File: src/design/assert_macros.svh
// Assertion helper macros
`ifndef ASSERT_MACROS_SVH
`define ASSERT_MACROS_SVH
`ifndef NO_ASSERTIONS
`define ASSERT_IMPL(label, clk, rst, prop) \
   label: assert property (@(posedge clk) disable iff (rst) (prop)) \
      else $error("assertion failed");
`define ASSERT_RESET(label, clk, prop) \
   label: assert property (@(posedge clk) (prop)) else $error("assertion failed");
`else
`define ASSERT_IMPL(label, clk, rst, prop)
`define ASSERT_RESET(label, clk, prop)
`endif
`endif

File: src/design/nce_pkg.sv
`default_nettype none
package nce_pkg;
   localparam int DataDepth = 16;

   typedef enum logic [3:0] {
      OP_KA, OP_AO, OP_CH, OP_CY, OP_AM, OP_MA, OP_MPLUS, OP_MMINUS,
      OP_TIA, OP_AIA, OP_TIY, OP_AIY, OP_CIA, OP_CIY, OP_CAL, OP_JUMP
   } op_type;

   typedef enum logic [3:0] {
      SUB_RSTO, SUB_SETR, SUB_RSTR, SUB_INPT, SUB_CMPL, SUB_CHNG, SUB_SIFT, SUB_ENDS,
      SUB_ERRS, SUB_SHTS, SUB_LONS, SUB_SUND, SUB_TIMR, SUB_DSPR, SUB_DEMM, SUB_DEMP
   } sub_type;

   localparam logic [2:0] SND_NONE  = 3'd0;
   localparam logic [2:0] SND_END   = 3'd1;
   localparam logic [2:0] SND_ERR   = 3'd2;
   localparam logic [2:0] SND_SHORT = 3'd3;
   localparam logic [2:0] SND_LONG  = 3'd4;
   localparam logic [2:0] SND_NOTE  = 3'd5;
   localparam logic [2:0] SND_TIMER = 3'd6;

   // controller -> datapath
   typedef struct packed {
      logic load;    // capture request and execute it, apart from the ripple
      logic ripple;  // one decimal-add ripple step
   } cmd_type;

   // datapath -> controller
   typedef struct packed {
      logic ripple_start; // captured op needs the decimal-add ripple
      logic ripple_done;  // current ripple step ends the chain
   } status_type;
endpackage
`default_nettype wire

File: src/design/nce_ctrl.sv
`default_nettype none
`include "assert_macros.svh"
module nce_ctrl
   import nce_pkg::*;
(
   input  wire        clock,
   input  wire        reset,
   input  wire        req_valid,
   output logic       req_stall,
   output logic       rsp_valid,
   input  wire        rsp_stall,
   output cmd_type    cmd,
   input  wire status_type status
);
   typedef enum logic [1:0] {ST_IDLE, ST_EXEC, ST_RIPPLE, ST_OUT} state_type;
   state_type state_ff, state_in;
   logic rsp_valid_ff, rsp_valid_in;

   always_comb begin
      state_in     = state_ff;
      rsp_valid_in = rsp_valid_ff;
      cmd.load     = 1'b0;
      cmd.ripple   = 1'b0;
      unique case (state_ff)
         ST_IDLE: begin
            if (req_valid) begin
               cmd.load = 1'b1;
               state_in = ST_EXEC;
            end
         end
         ST_EXEC: begin
            if (status.ripple_start) begin
               state_in = ST_RIPPLE;
            end else begin
               state_in     = ST_OUT;
               rsp_valid_in = 1'b1;
            end
         end
         ST_RIPPLE: begin
            cmd.ripple = 1'b1;
            if (status.ripple_done) begin
               state_in     = ST_OUT;
               rsp_valid_in = 1'b1;
            end
         end
         ST_OUT: begin
            if (!rsp_stall) begin
               rsp_valid_in = 1'b0;
               state_in     = ST_IDLE;
            end
         end
         default: state_in = ST_IDLE;
      endcase
   end

   assign req_stall = (state_ff != ST_IDLE);
   assign rsp_valid = rsp_valid_ff;

   always_ff @(posedge clock) begin
      if (reset) begin
         state_ff     <= ST_IDLE;
         rsp_valid_ff <= 1'b0;
      end else begin
         state_ff     <= state_in;
         rsp_valid_ff <= rsp_valid_in;
      end
   end

   `ASSERT_IMPL(a_valid_in_out, clock, reset, rsp_valid_ff == (state_ff == ST_OUT))
   `ASSERT_IMPL(a_no_overlap, clock, reset, !(req_valid && !req_stall && rsp_valid))
   `ASSERT_IMPL(a_ripple_after_exec, clock, reset,
      (state_ff == ST_RIPPLE) |-> ($past(state_ff) == ST_EXEC || $past(state_ff) == ST_RIPPLE))
endmodule
`default_nettype wire

File: src/design/nce_dp.sv
`default_nettype none
`include "assert_macros.svh"
module nce_dp
   import nce_pkg::*;
#(
   parameter int DATA_DEPTH = DataDepth
) (
   input  wire         clock,
   input  wire         reset,
   input  wire cmd_type cmd,
   output status_type  status,
   input  wire  [3:0]  req_mode,
   input  wire  [3:0]  req_operand_first,
   input  wire  [3:0]  req_operand_second,
   input  wire         req_key_pressed,
   input  wire  [3:0]  req_key_code,
   output logic [7:0]  rsp_next_address,
   output logic        rsp_exec_flag,
   output logic [3:0]  rsp_acc_value,
   output logic [7:0]  rsp_number_led,
   output logic [6:0]  rsp_binary_led,
   output logic [2:0]  rsp_sound_request,
   output logic [3:0]  rsp_sound_argument
);
   localparam int AW = $clog2(DATA_DEPTH);

   logic [3:0] a_ff, b_ff, y_ff, z_ff, a_in, b_in, y_in, z_in;
   logic [3:0] a2_ff, b2_ff, y2_ff, z2_ff, a2_in, b2_in, y2_in, z2_in;
   logic [DATA_DEPTH-1:0][3:0] mem_ff, mem_in;
   logic [7:0] pc_ff, pc_in;
   logic       flag_ff, flag_in;
   logic [7:0] num_ff, num_in;
   logic [6:0] bin_ff, bin_in;
   logic [2:0] req_ff, req_in;
   logic [3:0] arg_ff, arg_in;
   logic [AW-1:0] ridx_ff, ridx_in;
   logic       start_ff, start_in;
   logic       done;

   logic [3:0] my, ma_sum_nib, rv;
   logic [4:0] sum5, rsum;
   logic [AW-1:0] yi, ym1;
   op_type     op;
   sub_type    sub;

   always_comb begin
      op   = op_type'(req_mode);
      sub  = sub_type'(req_operand_first);
      yi   = y_ff[AW-1:0];
      ym1  = yi - 1'b1;
      my   = mem_ff[yi];
      a_in = a_ff; b_in = b_ff; y_in = y_ff; z_in = z_ff;
      a2_in = a2_ff; b2_in = b2_ff; y2_in = y2_ff; z2_in = z2_ff;
      mem_in = mem_ff; pc_in = pc_ff; flag_in = flag_ff;
      num_in = num_ff; bin_in = bin_ff; req_in = req_ff; arg_in = arg_ff;
      ridx_in = ridx_ff; start_in = 1'b0;
      sum5 = 5'd0; ma_sum_nib = 4'd0;
      // ripple step: add one carry at ridx
      rv   = mem_ff[ridx_ff];
      rsum = {1'b0, rv} + 5'd1;
      done = 1'b1;
      if (cmd.load) begin
         req_in = SND_NONE;
         arg_in = 4'd0;
         flag_in = 1'b1;
         pc_in = pc_ff + ((req_mode[3] == 1'b0) ? 8'd1 : ((op == OP_JUMP) ? 8'd3 : 8'd2));
         case (op)
            OP_KA: begin
               if (req_key_pressed) a_in = req_key_code;
               flag_in = !req_key_pressed;
            end
            OP_AO: num_in = {4'd0, a_ff};
            OP_CH: begin
               a_in = b_ff; b_in = a_ff; y_in = z_ff; z_in = y_ff;
            end
            OP_CY: begin
               a_in = y_ff; y_in = a_ff;
            end
            OP_AM: mem_in[yi] = a_ff;
            OP_MA: a_in = my;
            OP_MPLUS: begin
               sum5 = {1'b0, my} + {1'b0, a_ff};
               a_in = sum5[3:0]; flag_in = sum5[4];
            end
            OP_MMINUS: begin
               a_in = my - a_ff; flag_in = my < a_ff;
            end
            OP_TIA: a_in = req_operand_first;
            OP_AIA: begin
               sum5 = {1'b0, a_ff} + {1'b0, req_operand_first};
               a_in = sum5[3:0]; flag_in = sum5[4];
            end
            OP_TIY: y_in = req_operand_first;
            OP_AIY: begin
               sum5 = {1'b0, y_ff} + {1'b0, req_operand_first};
               y_in = sum5[3:0]; flag_in = sum5[4];
            end
            OP_CIA: flag_in = a_ff != req_operand_first;
            OP_CIY: flag_in = y_ff != req_operand_first;
            OP_CAL: begin
               if (flag_ff) begin
                  unique case (sub)
                     SUB_RSTO: num_in = 8'hff;
                     SUB_SETR: if (y_ff <= 4'd6) bin_in[y_ff[2:0]] = 1'b1;
                     SUB_RSTR: if (y_ff <= 4'd6) bin_in[y_ff[2:0]] = 1'b0;
                     SUB_INPT: ;
                     SUB_CMPL: a_in = ~a_ff;
                     SUB_CHNG: begin
                        a_in = a2_ff; b_in = b2_ff; y_in = y2_ff; z_in = z2_ff;
                        a2_in = a_ff; b2_in = b_ff; y2_in = y_ff; z2_in = z_ff;
                     end
                     SUB_SIFT: begin
                        flag_in = !a_ff[0]; a_in = {1'b0, a_ff[3:1]};
                     end
                     SUB_ENDS: req_in = SND_END;
                     SUB_ERRS: req_in = SND_ERR;
                     SUB_SHTS: req_in = SND_SHORT;
                     SUB_LONS: req_in = SND_LONG;
                     SUB_SUND: begin req_in = SND_NOTE; arg_in = a_ff; end
                     SUB_TIMR: begin req_in = SND_TIMER; arg_in = a_ff; end
                     SUB_DSPR: bin_in = {mem_ff[AW'(15)][2:0], mem_ff[AW'(14)]};
                     SUB_DEMM: begin
                        if (my < a_ff) begin
                           mem_in[ym1] = 4'd1;
                           mem_in[yi]  = 4'd10 + my - a_ff;
                        end else begin
                           mem_in[yi] = my - a_ff;
                        end
                        y_in = y_ff - 4'd1;
                     end
                     SUB_DEMP: begin
                        // first digit here, carries ripple over later cycles
                        sum5 = {1'b0, my} + {1'b0, a_ff};
                        if (sum5 < 5'd10) begin
                           mem_in[yi] = sum5[3:0];
                        end else begin
                           ma_sum_nib = 4'(sum5 - 5'd10);
                           mem_in[yi] = ma_sum_nib;
                           start_in = 1'b1;
                           ridx_in = ym1;
                        end
                        y_in = y_ff - 4'd1;
                     end
                     default: ;
                  endcase
               end
            end
            default: begin
               if (flag_ff) pc_in = {req_operand_first, req_operand_second};
            end
         endcase
      end else if (cmd.ripple) begin
         if (rsum < 5'd10) begin
            mem_in[ridx_ff] = rsum[3:0];
         end else begin
            mem_in[ridx_ff] = 4'(rsum - 5'd10);
            done = 1'b0;
            ridx_in = ridx_ff - 1'b1;
         end
      end
   end

   always_ff @(posedge clock) begin
      if (reset) begin
         a_ff <= '0; b_ff <= '0; y_ff <= '0; z_ff <= '0;
         a2_ff <= '0; b2_ff <= '0; y2_ff <= '0; z2_ff <= '0;
         mem_ff <= '0; pc_ff <= '0; flag_ff <= 1'b1;
         num_ff <= 8'hff; bin_ff <= '0; req_ff <= SND_NONE; arg_ff <= '0;
         start_ff <= 1'b0;
      end else begin
         a_ff <= a_in; b_ff <= b_in; y_ff <= y_in; z_ff <= z_in;
         a2_ff <= a2_in; b2_ff <= b2_in; y2_ff <= y2_in; z2_ff <= z2_in;
         mem_ff <= mem_in; pc_ff <= pc_in; flag_ff <= flag_in;
         num_ff <= num_in; bin_ff <= bin_in; req_ff <= req_in; arg_ff <= arg_in;
         start_ff <= cmd.load ? start_in : start_ff;
      end
   end

   always_ff @(posedge clock) begin
      ridx_ff <= ridx_in;
   end

   assign status.ripple_start = start_ff;
   assign status.ripple_done  = done;

   assign rsp_next_address   = pc_ff;
   assign rsp_exec_flag      = flag_ff;
   assign rsp_acc_value      = a_ff;
   assign rsp_number_led     = num_ff;
   assign rsp_binary_led     = bin_ff;
   assign rsp_sound_request  = req_ff;
   assign rsp_sound_argument = arg_ff;

   `ASSERT_IMPL(a_cmd_excl, clock, reset, !(cmd.load && cmd.ripple))
   `ASSERT_IMPL(a_arg_zero, clock, reset,
      (req_ff != SND_NOTE && req_ff != SND_TIMER) |-> (arg_ff == 4'd0))
   `ASSERT_IMPL(a_req_range, clock, reset, req_ff <= SND_TIMER)
endmodule
`default_nettype wire

File: src/design/nibble_cpu_instruction_execute.sv
// Executes one instruction of a 4-bit trainer computer per transfer.
// Request channel: req_valid/req_stall with opcode, operands and keypad
// state. Response channel: rsp_valid/rsp_stall with the new program
// address, flag, A, both LED latches and a sound request.
// One instruction is in flight at a time: req_stall is high from the
// accepting edge until the response transfer completes.
// An accepted request passes through the controller states EXEC and OUT;
// rsp_valid is registered and rises on entering OUT. Decimal add (CAL DEM+)
// adds RIPPLE between them, one ripple step per carry rippled through the
// data nibbles. A new request is taken only after the response transfer.
// Reset clears both register sets and the data nibbles, program address 0, flag 1,
// number latch blank (255), binary latch 0.
// While the receiver stalls, the response holds and no request is taken.
`default_nettype none
module nibble_cpu_instruction_execute
   import nce_pkg::*;
#(
   parameter int DATA_DEPTH = DataDepth
) (
   input  wire        clock,
   input  wire        reset,
   input  wire        req_valid,
   output logic       req_stall,
   input  wire  [3:0] req_mode,
   input  wire  [3:0] req_operand_first,
   input  wire  [3:0] req_operand_second,
   input  wire        req_key_pressed,
   input  wire  [3:0] req_key_code,
   output logic       rsp_valid,
   input  wire        rsp_stall,
   output logic [7:0] rsp_next_address,
   output logic       rsp_exec_flag,
   output logic [3:0] rsp_acc_value,
   output logic [7:0] rsp_number_led,
   output logic [6:0] rsp_binary_led,
   output logic [2:0] rsp_sound_request,
   output logic [3:0] rsp_sound_argument
);
   cmd_type    cmd;
   status_type status;

   nce_ctrl u_ctrl (
      .clock, .reset, .req_valid, .req_stall, .rsp_valid, .rsp_stall,
      .cmd, .status
   );

   nce_dp #(.DATA_DEPTH(DATA_DEPTH)) u_dp (
      .clock, .reset, .cmd, .status,
      .req_mode, .req_operand_first, .req_operand_second,
      .req_key_pressed, .req_key_code,
      .rsp_next_address, .rsp_exec_flag, .rsp_acc_value, .rsp_number_led,
      .rsp_binary_led, .rsp_sound_request, .rsp_sound_argument
   );
endmodule
`default_nettype wire

File: config.mk
export PLATFORM = sky130hd
export DESIGN_NAME = nibble_cpu_instruction_execute
export DESIGN_NICKNAME = d
export VERILOG_FILES = /design/src/design/nce_pkg.sv /design/src/design/nce_ctrl.sv /design/src/design/nce_dp.sv /design/src/design/nibble_cpu_instruction_execute.sv
export VERILOG_INCLUDE_DIRS = /design/src /design/src/design
export SDC_FILE = /design/constraint.sdc
export NUM_CORES = 1
export LEC_CHECK = 0
export ABC_AREA = 1
export BUFFER_PORTS_ARGS = -buffer_cell sky130_fd_sc_hd__buf_2
export CELL_PAD_IN_SITES_DETAIL_PLACEMENT = 0
export CELL_PAD_IN_SITES_GLOBAL_PLACEMENT = 1
export CORE_MARGIN = 2
export CORE_UTILIZATION = 35
export DETAILED_ROUTE_END_ITERATION = 16
export GPL_TIMING_DRIVEN = 0
export PLACE_DENSITY_LB_ADDON = 0.12
export SKIP_CTS_REPAIR_TIMING = 1
export SYNTH_ARGS = -nofsm -noshare
export SYNTH_HDL_FRONTEND = slang
export SYNTH_SLANG_ARGS = --single-unit
export TNS_END_PERCENT = 50
File: constraint.sdc
create_clock -name clock -period 4.2 [get_ports clock]
set_clock_uncertainty 0.05 [all_clocks]
set_input_delay 0.21 -clock clock [delete_from_list [all_inputs] [get_ports clock]]
set_output_delay 0.21 -clock clock [all_outputs]
set_load 0.05 [all_outputs]
# Yosys cells after proc, flatten, opt, wreduce, memory -nomap -nowiden
# Cells that the tools add are included.
# totals
ff_bits	135
elab_cells	234
# classes
addsub	12
magnitude_cmp	12
n_eq_ne	54
muxes	85
bitwise_logic	7
n_reduce_logical	30
# ops
op	n
$bwmux W64	7
$mux W64	6
$pmux W64 S2	2
$mux W4	22
$eq A4 B4 Y1 const B	16
$and A48 B48 Y48	1
$demux W4 S4	3
$not A48 Y48	1
$mux W8	5
$pmux W4 S9	1
$bmux W4 S4	2
$eq A4 B3 Y1 const B	8
$pmux W4 S2	3
$reduce_and A4 Y1	6
$ne A2 B2 Y1 const B	10
$pmux W4 S5	1
$mux W1	18
$pmux W3 S6	1
$or A16 B16 Y16	1
$pmux W8 S2	1
$add A4 B4 Y5	3
$lt A4 B5 Y1 const B	3
$reduce_or A15 Y1	1
$mux W7	2
44 further kinds	76

# Depth between registers and ports, before layout
# logic_depth
ltp_word	13
depth_mapped	25

# By module
# Synthesis repeated with hierarchy kept, for this count alone.
# unflattened
hier_cells	2044
hier_area_um2	11977.7
# modules_own_cells
module	instances	cells_each	area_per_inst_um2	seq_area_each_um2
nce_dp	1	2003	11710.0	2622.5
nce_ctrl	1	41	267.8	60.1

# Worst setup path after synthesis
# No wires, ideal clock.
# synth_path
kind	register to register
start	register u_dp.y_ff[0]
end	register u_dp.mem_ff[15] in the netlist's numbering
t_arrival_ns	3.626
t_required_ns	4.030
slack_ns	0.404
stages_incl_launch_ff	22
path_buffers	3
period_less_slack_ns	3.796
path_cell_list	dfxtp_1 buf_2 inv_2 nand2_1 buf_2 o22ai_1 nor2_1 nand3_1 a211o_1 nand2_1 inv_1 ha_1 inv_1 ha_1 fa_1 xnor2_1 clkbuf_1 a21oi_1 a32oi_1 nand2_1 a21oi_1 a21oi_1
# synth_via
elab_chain_len	13
# synth_lines
item	line	text
from (decl)	nce_dp.sv:27	logic [3:0] a_ff, b_ff, y_ff, z_ff, a_in, b_in, y_in, z_in;
from (signal assigned)	nce_dp.sv:171	a_ff <= a_in; b_ff <= b_in; y_ff <= y_in; z_ff <= z_in;
$sub A4 B1 Y4	nce_dp.sv:50	ym1 = yi - 1'b1;
$lt A4 B5 Y1 (not written as such) or $ge A4 B1 Y1 (tied branches)	nce_dp.sv:124	mem_in[ym1] = 4'd1;
$logic_and A1 B1 Y1 (not written as such)	nce_dp.sv:124	
$mux W4 (not written as such)	nce_dp.sv:124	
$demux W4 S4	--	
$not A48 Y48 (no source line)	--	
$and A48 B48 Y48 (no source line)	--	
$bwmux W64	nce_dp.sv:125	mem_in[yi] = 4'd10 + my - a_ff;
$mux W64	nce_dp.sv:123	if (my < a_ff) begin
$pmux W64 S2	nce_dp.sv:102	unique case (sub)
$mux W64	nce_dp.sv:101	if (flag_ff) begin
$pmux W64 S2 (*)	nce_dp.sv:67	case (op)
$mux W64 (*)	nce_dp.sv:62	if (cmd.load) begin
to (signal assigned)	nce_dp.sv:173	mem_ff <= mem_in; pc_ff <= pc_in; flag_ff <= flag_in;
to (decl)	nce_dp.sv:29	logic [DATA_DEPTH-1:0][3:0] mem_ff, mem_in;
# Every way passes the cells marked *; elsewhere a longest branch is shown, timed or not. The select of a mux whose other input is x is not followed.
# A chain may end at the register's enable or synchronous reset.

# Worst setup path in the final report
# layout_path
start	register u_dp.y_ff[0]
end	register u_dp.mem_ff[23] in the netlist's numbering
# The elaborated chain is that of the path after synthesis.

==> out/metrics.cfg <==
[outcome]
status=finished with violations
violations=setup timing

[synthesis]
synthTopCellsByArea=dfxtp_1 21%, nand2_1 13%, o21ai_0 11%, a21oi_1 8.4%, nor2_1 6.6%
synth_top_family_by_area=compound AO/OA/AOI/OAI gates
yosys_warnings=0
yosysSeqAreaShare=0.221
synth-edff-count=4
synth.top_cell.area_share=0.212
async_flop_share=0
synth-simple-area-share=0.290
ys_ff_latch=132
synth_compound_area_frac=0.317
syn-num-nets=2061
synth-xor-area-share=0.00795
synth_top_area_cell=dfxtp_1
synthAdderAreaFrac=0.0529
ys_types=52
synth_ff_type=dfxtp_1
synth_cells=1993
synthMuxAreaShare=0.000826
syn_area_um2=12100
avgSynthCellArea_um2=6.08

[clock_tree]
cts_buffer_depth=2
cts_buffers=17
clk_latency_ns=0.48
clock-sinks=132
cts_tree=built
cts-root-buf=clkbuf_16
htree_levels=4
clk_pin_slew_worst_paths_ns=0.08

[placement]
portBuffers=56
gp_congestion=1.06
place.detailed.hpwl_um=51700
place_area_um2=13000
dp_slack_ns=-1.86

[timing]
period_needed_ns=4.24
hold_violations=0
slew_viol_final=0
worst_pin_slew_ns=1.24
min_period_over_period=1.01
fin_ws_ns=-0.0440
fin_setup_tns_ns=-0.177
finalSetupViolations=8
fmax_ghz=0.236
relSlewSlack=0.175

[detailed_routing]
drt-initial-drc-count=1931
ant_nets=0
vias=15700
highest_layer=met4
routed_wl_um=69600
wl_met3_um=6910
viasPerCell=6.06
wl_met1_um=27100
wl_per_cell_um=26.9
met2WireLength_um=30900
drc=0
first_pass_iters=6

[floorplanning]
die_y_um=190
core_um2=34300
die_area_um2=36100
ioPinCount=58
rows=68
fp.dieW_um=190
start_util=0.353

[critical_path]
critPathLaunchType=flip-flop
cp.arrival_ns=4.61
cp.required_ns=4.56
endpoint_kind=flip-flop
crit_buf_inv=5
cpMaxStageDelayCell=clkbuf_1
path_max_fanout=11
cp_top_family=buffers and inverters
critPathMaxStageDelay_ns=0.79
path_cells=buf_12 -> inv_6 -> nand2_2 -> buf_6 -> o22ai_1 -> a21oi_1 -> nand4_1 -> nand2_2 -> ha_1 -> inv_1 -> fa_2 -> nand3_2 -> nand2_4 -> nor2_4 -> clkbuf_1 -> nand2_1 -> o211ai_1 -> a21oi_1 -> a21oi_1
crit_type=flip-flop to flip-flop
crit_top_cell=a21oi_1

[pwr]
p_total_mw=7.36
vdd_drop_max_mv=0.457
power_leakage_nw=5.81
power_density_nw_per_um2=509

[global_routing]
antenna_found_initial=0
grt_overflow=0
grt_pass1_wl_um=98200
grt_max_degree=17
first_global_vias=14500
grtUsageTotal=0.379

[cells_and_area]
num-nets-final=2190
regMostFlops=u_dp.mem_ff
fin_area_um2=14400
fin_util=0.421
syn_to_final_growth_pct=19.3
n_antenna_cell=0
largest_reg_flops=64
post_route_cells_drive_above_1_share=0.143

[job]
max_cap_viol_count=0

[min_path]
min_path_type=primary input to flip-flop

synthesized netlist by cell type, types with 4 or more instances:
library cell,n
nand2_2,6
a32oi_1,4
a221oi_4,9
nor2_1,212
a221oi_2,6
nand4_1,12
inv_1,203
o21ai_0,264
nand3_1,142
clkinv_1,6
nand2_1,427
buf_6,8
o311ai_0,15
nor2_2,6
nor3_1,16
dfxtp_1,128
ha_1,40
a211oi_1,7
o211ai_1,29
a31oi_1,13
o221ai_1,21
edfxtp_1,4
fa_1,7
a22oi_1,6
buf_2,14
clkbuf_1,60
inv_2,15
a221oi_1,7
buf_4,11
a21oi_1,204
xor2_1,8
o2111ai_1,5
o21ai_1,19
o22ai_1,25
where the power goes:
| part | internal (mW) | leakage, nW | total, mW | switching (mW) |
|---|---|---|---|---|
| sequential | 1.35 | 1.07 | 1.45 | 0.102 |
| clock | 0.788 | 0.268 | 1.52 | 0.731 |
| combinational | 1.18 | 4.47 | 4.39 | 3.21 |
| total | 3.32 | 5.81 | 7.36 | 4.04 |
area by class of cell:
| class | instances | area, um^2 |
|---|---|---|
| flip-flops and latches | 132 | 2690 |
| plain buffers | 94 | 573 |
| repair buffers | 112 | 772 |
| inverters | 226 | 892 |
| clock buffers | 18 | 439 |
| multi-input cells | 1539 | 8390 |
| fillers | 3805 | 19800 |
| well taps | 455 | 569 |
| clock inverters | 14 | 120 |
cells by family after synthesis:
kind of cell | after synthesis
simple gates | 839
compound gates | 641
buf+inv | 322
flops | 132
fa+ha+maj | 47
xor+xnor | 11
mux | 1
worst register-to-register path, stage by stage, from the launching register on:
cell and delay, ns:
dfxtp_4 0.36, buf_12 0.15, inv_6 0.10, nand2_2 0.13, buf_6 0.17, o22ai_1 0.08, a21oi_1 0.21, nand4_1 0.30
nand2_2 0.19, ha_1 0.17, inv_1 0.08, fa_2 0.40, nand3_2 0.11, nand2_4 0.13, nor2_4 0.23, clkbuf_1 0.79
nand2_1 0.17, o211ai_1 0.13, a21oi_1 0.08, a21oi_1 0.16
layer usage:
metal | track usage | vias to the layer above
met5 | 0 | -
met4 | 0.220 | 0
met3 | 0.0926 | 243
met2 | 0.606 | 957
met1 | 0.464 | 7401
li1 | - | 7091
worst paths after layout:
kind	slack, ns	startpoint	to	cells after the start
max	-0.04	u_dp.y_ff[0]$_SDFFE_PP0P_	u_dp.mem_ff[23]$_SDFFE_PP0P_	19
min	0.01	req_operand_second[3]	u_dp.rsp_next_address[3]$_SDFFE_PP0P_	3
max reg2reg	-0.04	u_dp.y_ff[0]$_SDFFE_PP0P_	u_dp.mem_ff[23]$_SDFFE_PP0P_	19
min reg2reg	0.41	flip-flop	flip-flop	2
stage by stage:
stage               instances  hold slack [ns]
detailed placement       2504            0.401
floorplan                1993            0.313
CTS                      2536          -0.0318
global placement         2504            0.399
finish                   2590          0.00977
global route             2590           0.0241
cells in the final DEF, fill, tap and decap left out, types with 6 or more instances in the layout:
| cell type | n |
|---|---|
| inv_6 | 7 |
| a22oi_1 | 6 |
| inv_2 | 16 |
| ha_1 | 38 |
| nand3_1 | 139 |
| nor2_4 | 8 |
| buf_4 | 58 |
| clkbuf_16 | 18 |
| clkbuf_1 | 46 |
| a221oi_1 | 6 |
| nand2_2 | 16 |
| clkinvlp_4 | 10 |
| buf_6 | 12 |
| nand2_4 | 6 |
| buf_2 | 65 |
| nand4_1 | 12 |
| dfxtp_1 | 125 |
| nor3_1 | 16 |
| buf_12 | 7 |
| o21ai_0 | 259 |
| nand2_1 | 413 |
| xor2_1 | 6 |
| nor2_1 | 203 |
| nor2_2 | 10 |
| clkbuf_2 | 9 |
| inv_1 | 194 |
| a211oi_1 | 6 |
| a21oi_1 | 200 |
| o211ai_1 | 29 |
| a221oi_4 | 12 |
| a31oi_1 | 13 |
| o221ai_1 | 21 |
| o22ai_1 | 24 |
| o311ai_0 | 14 |
| o21ai_1 | 24 |
(Power assumes the default switching activity.)
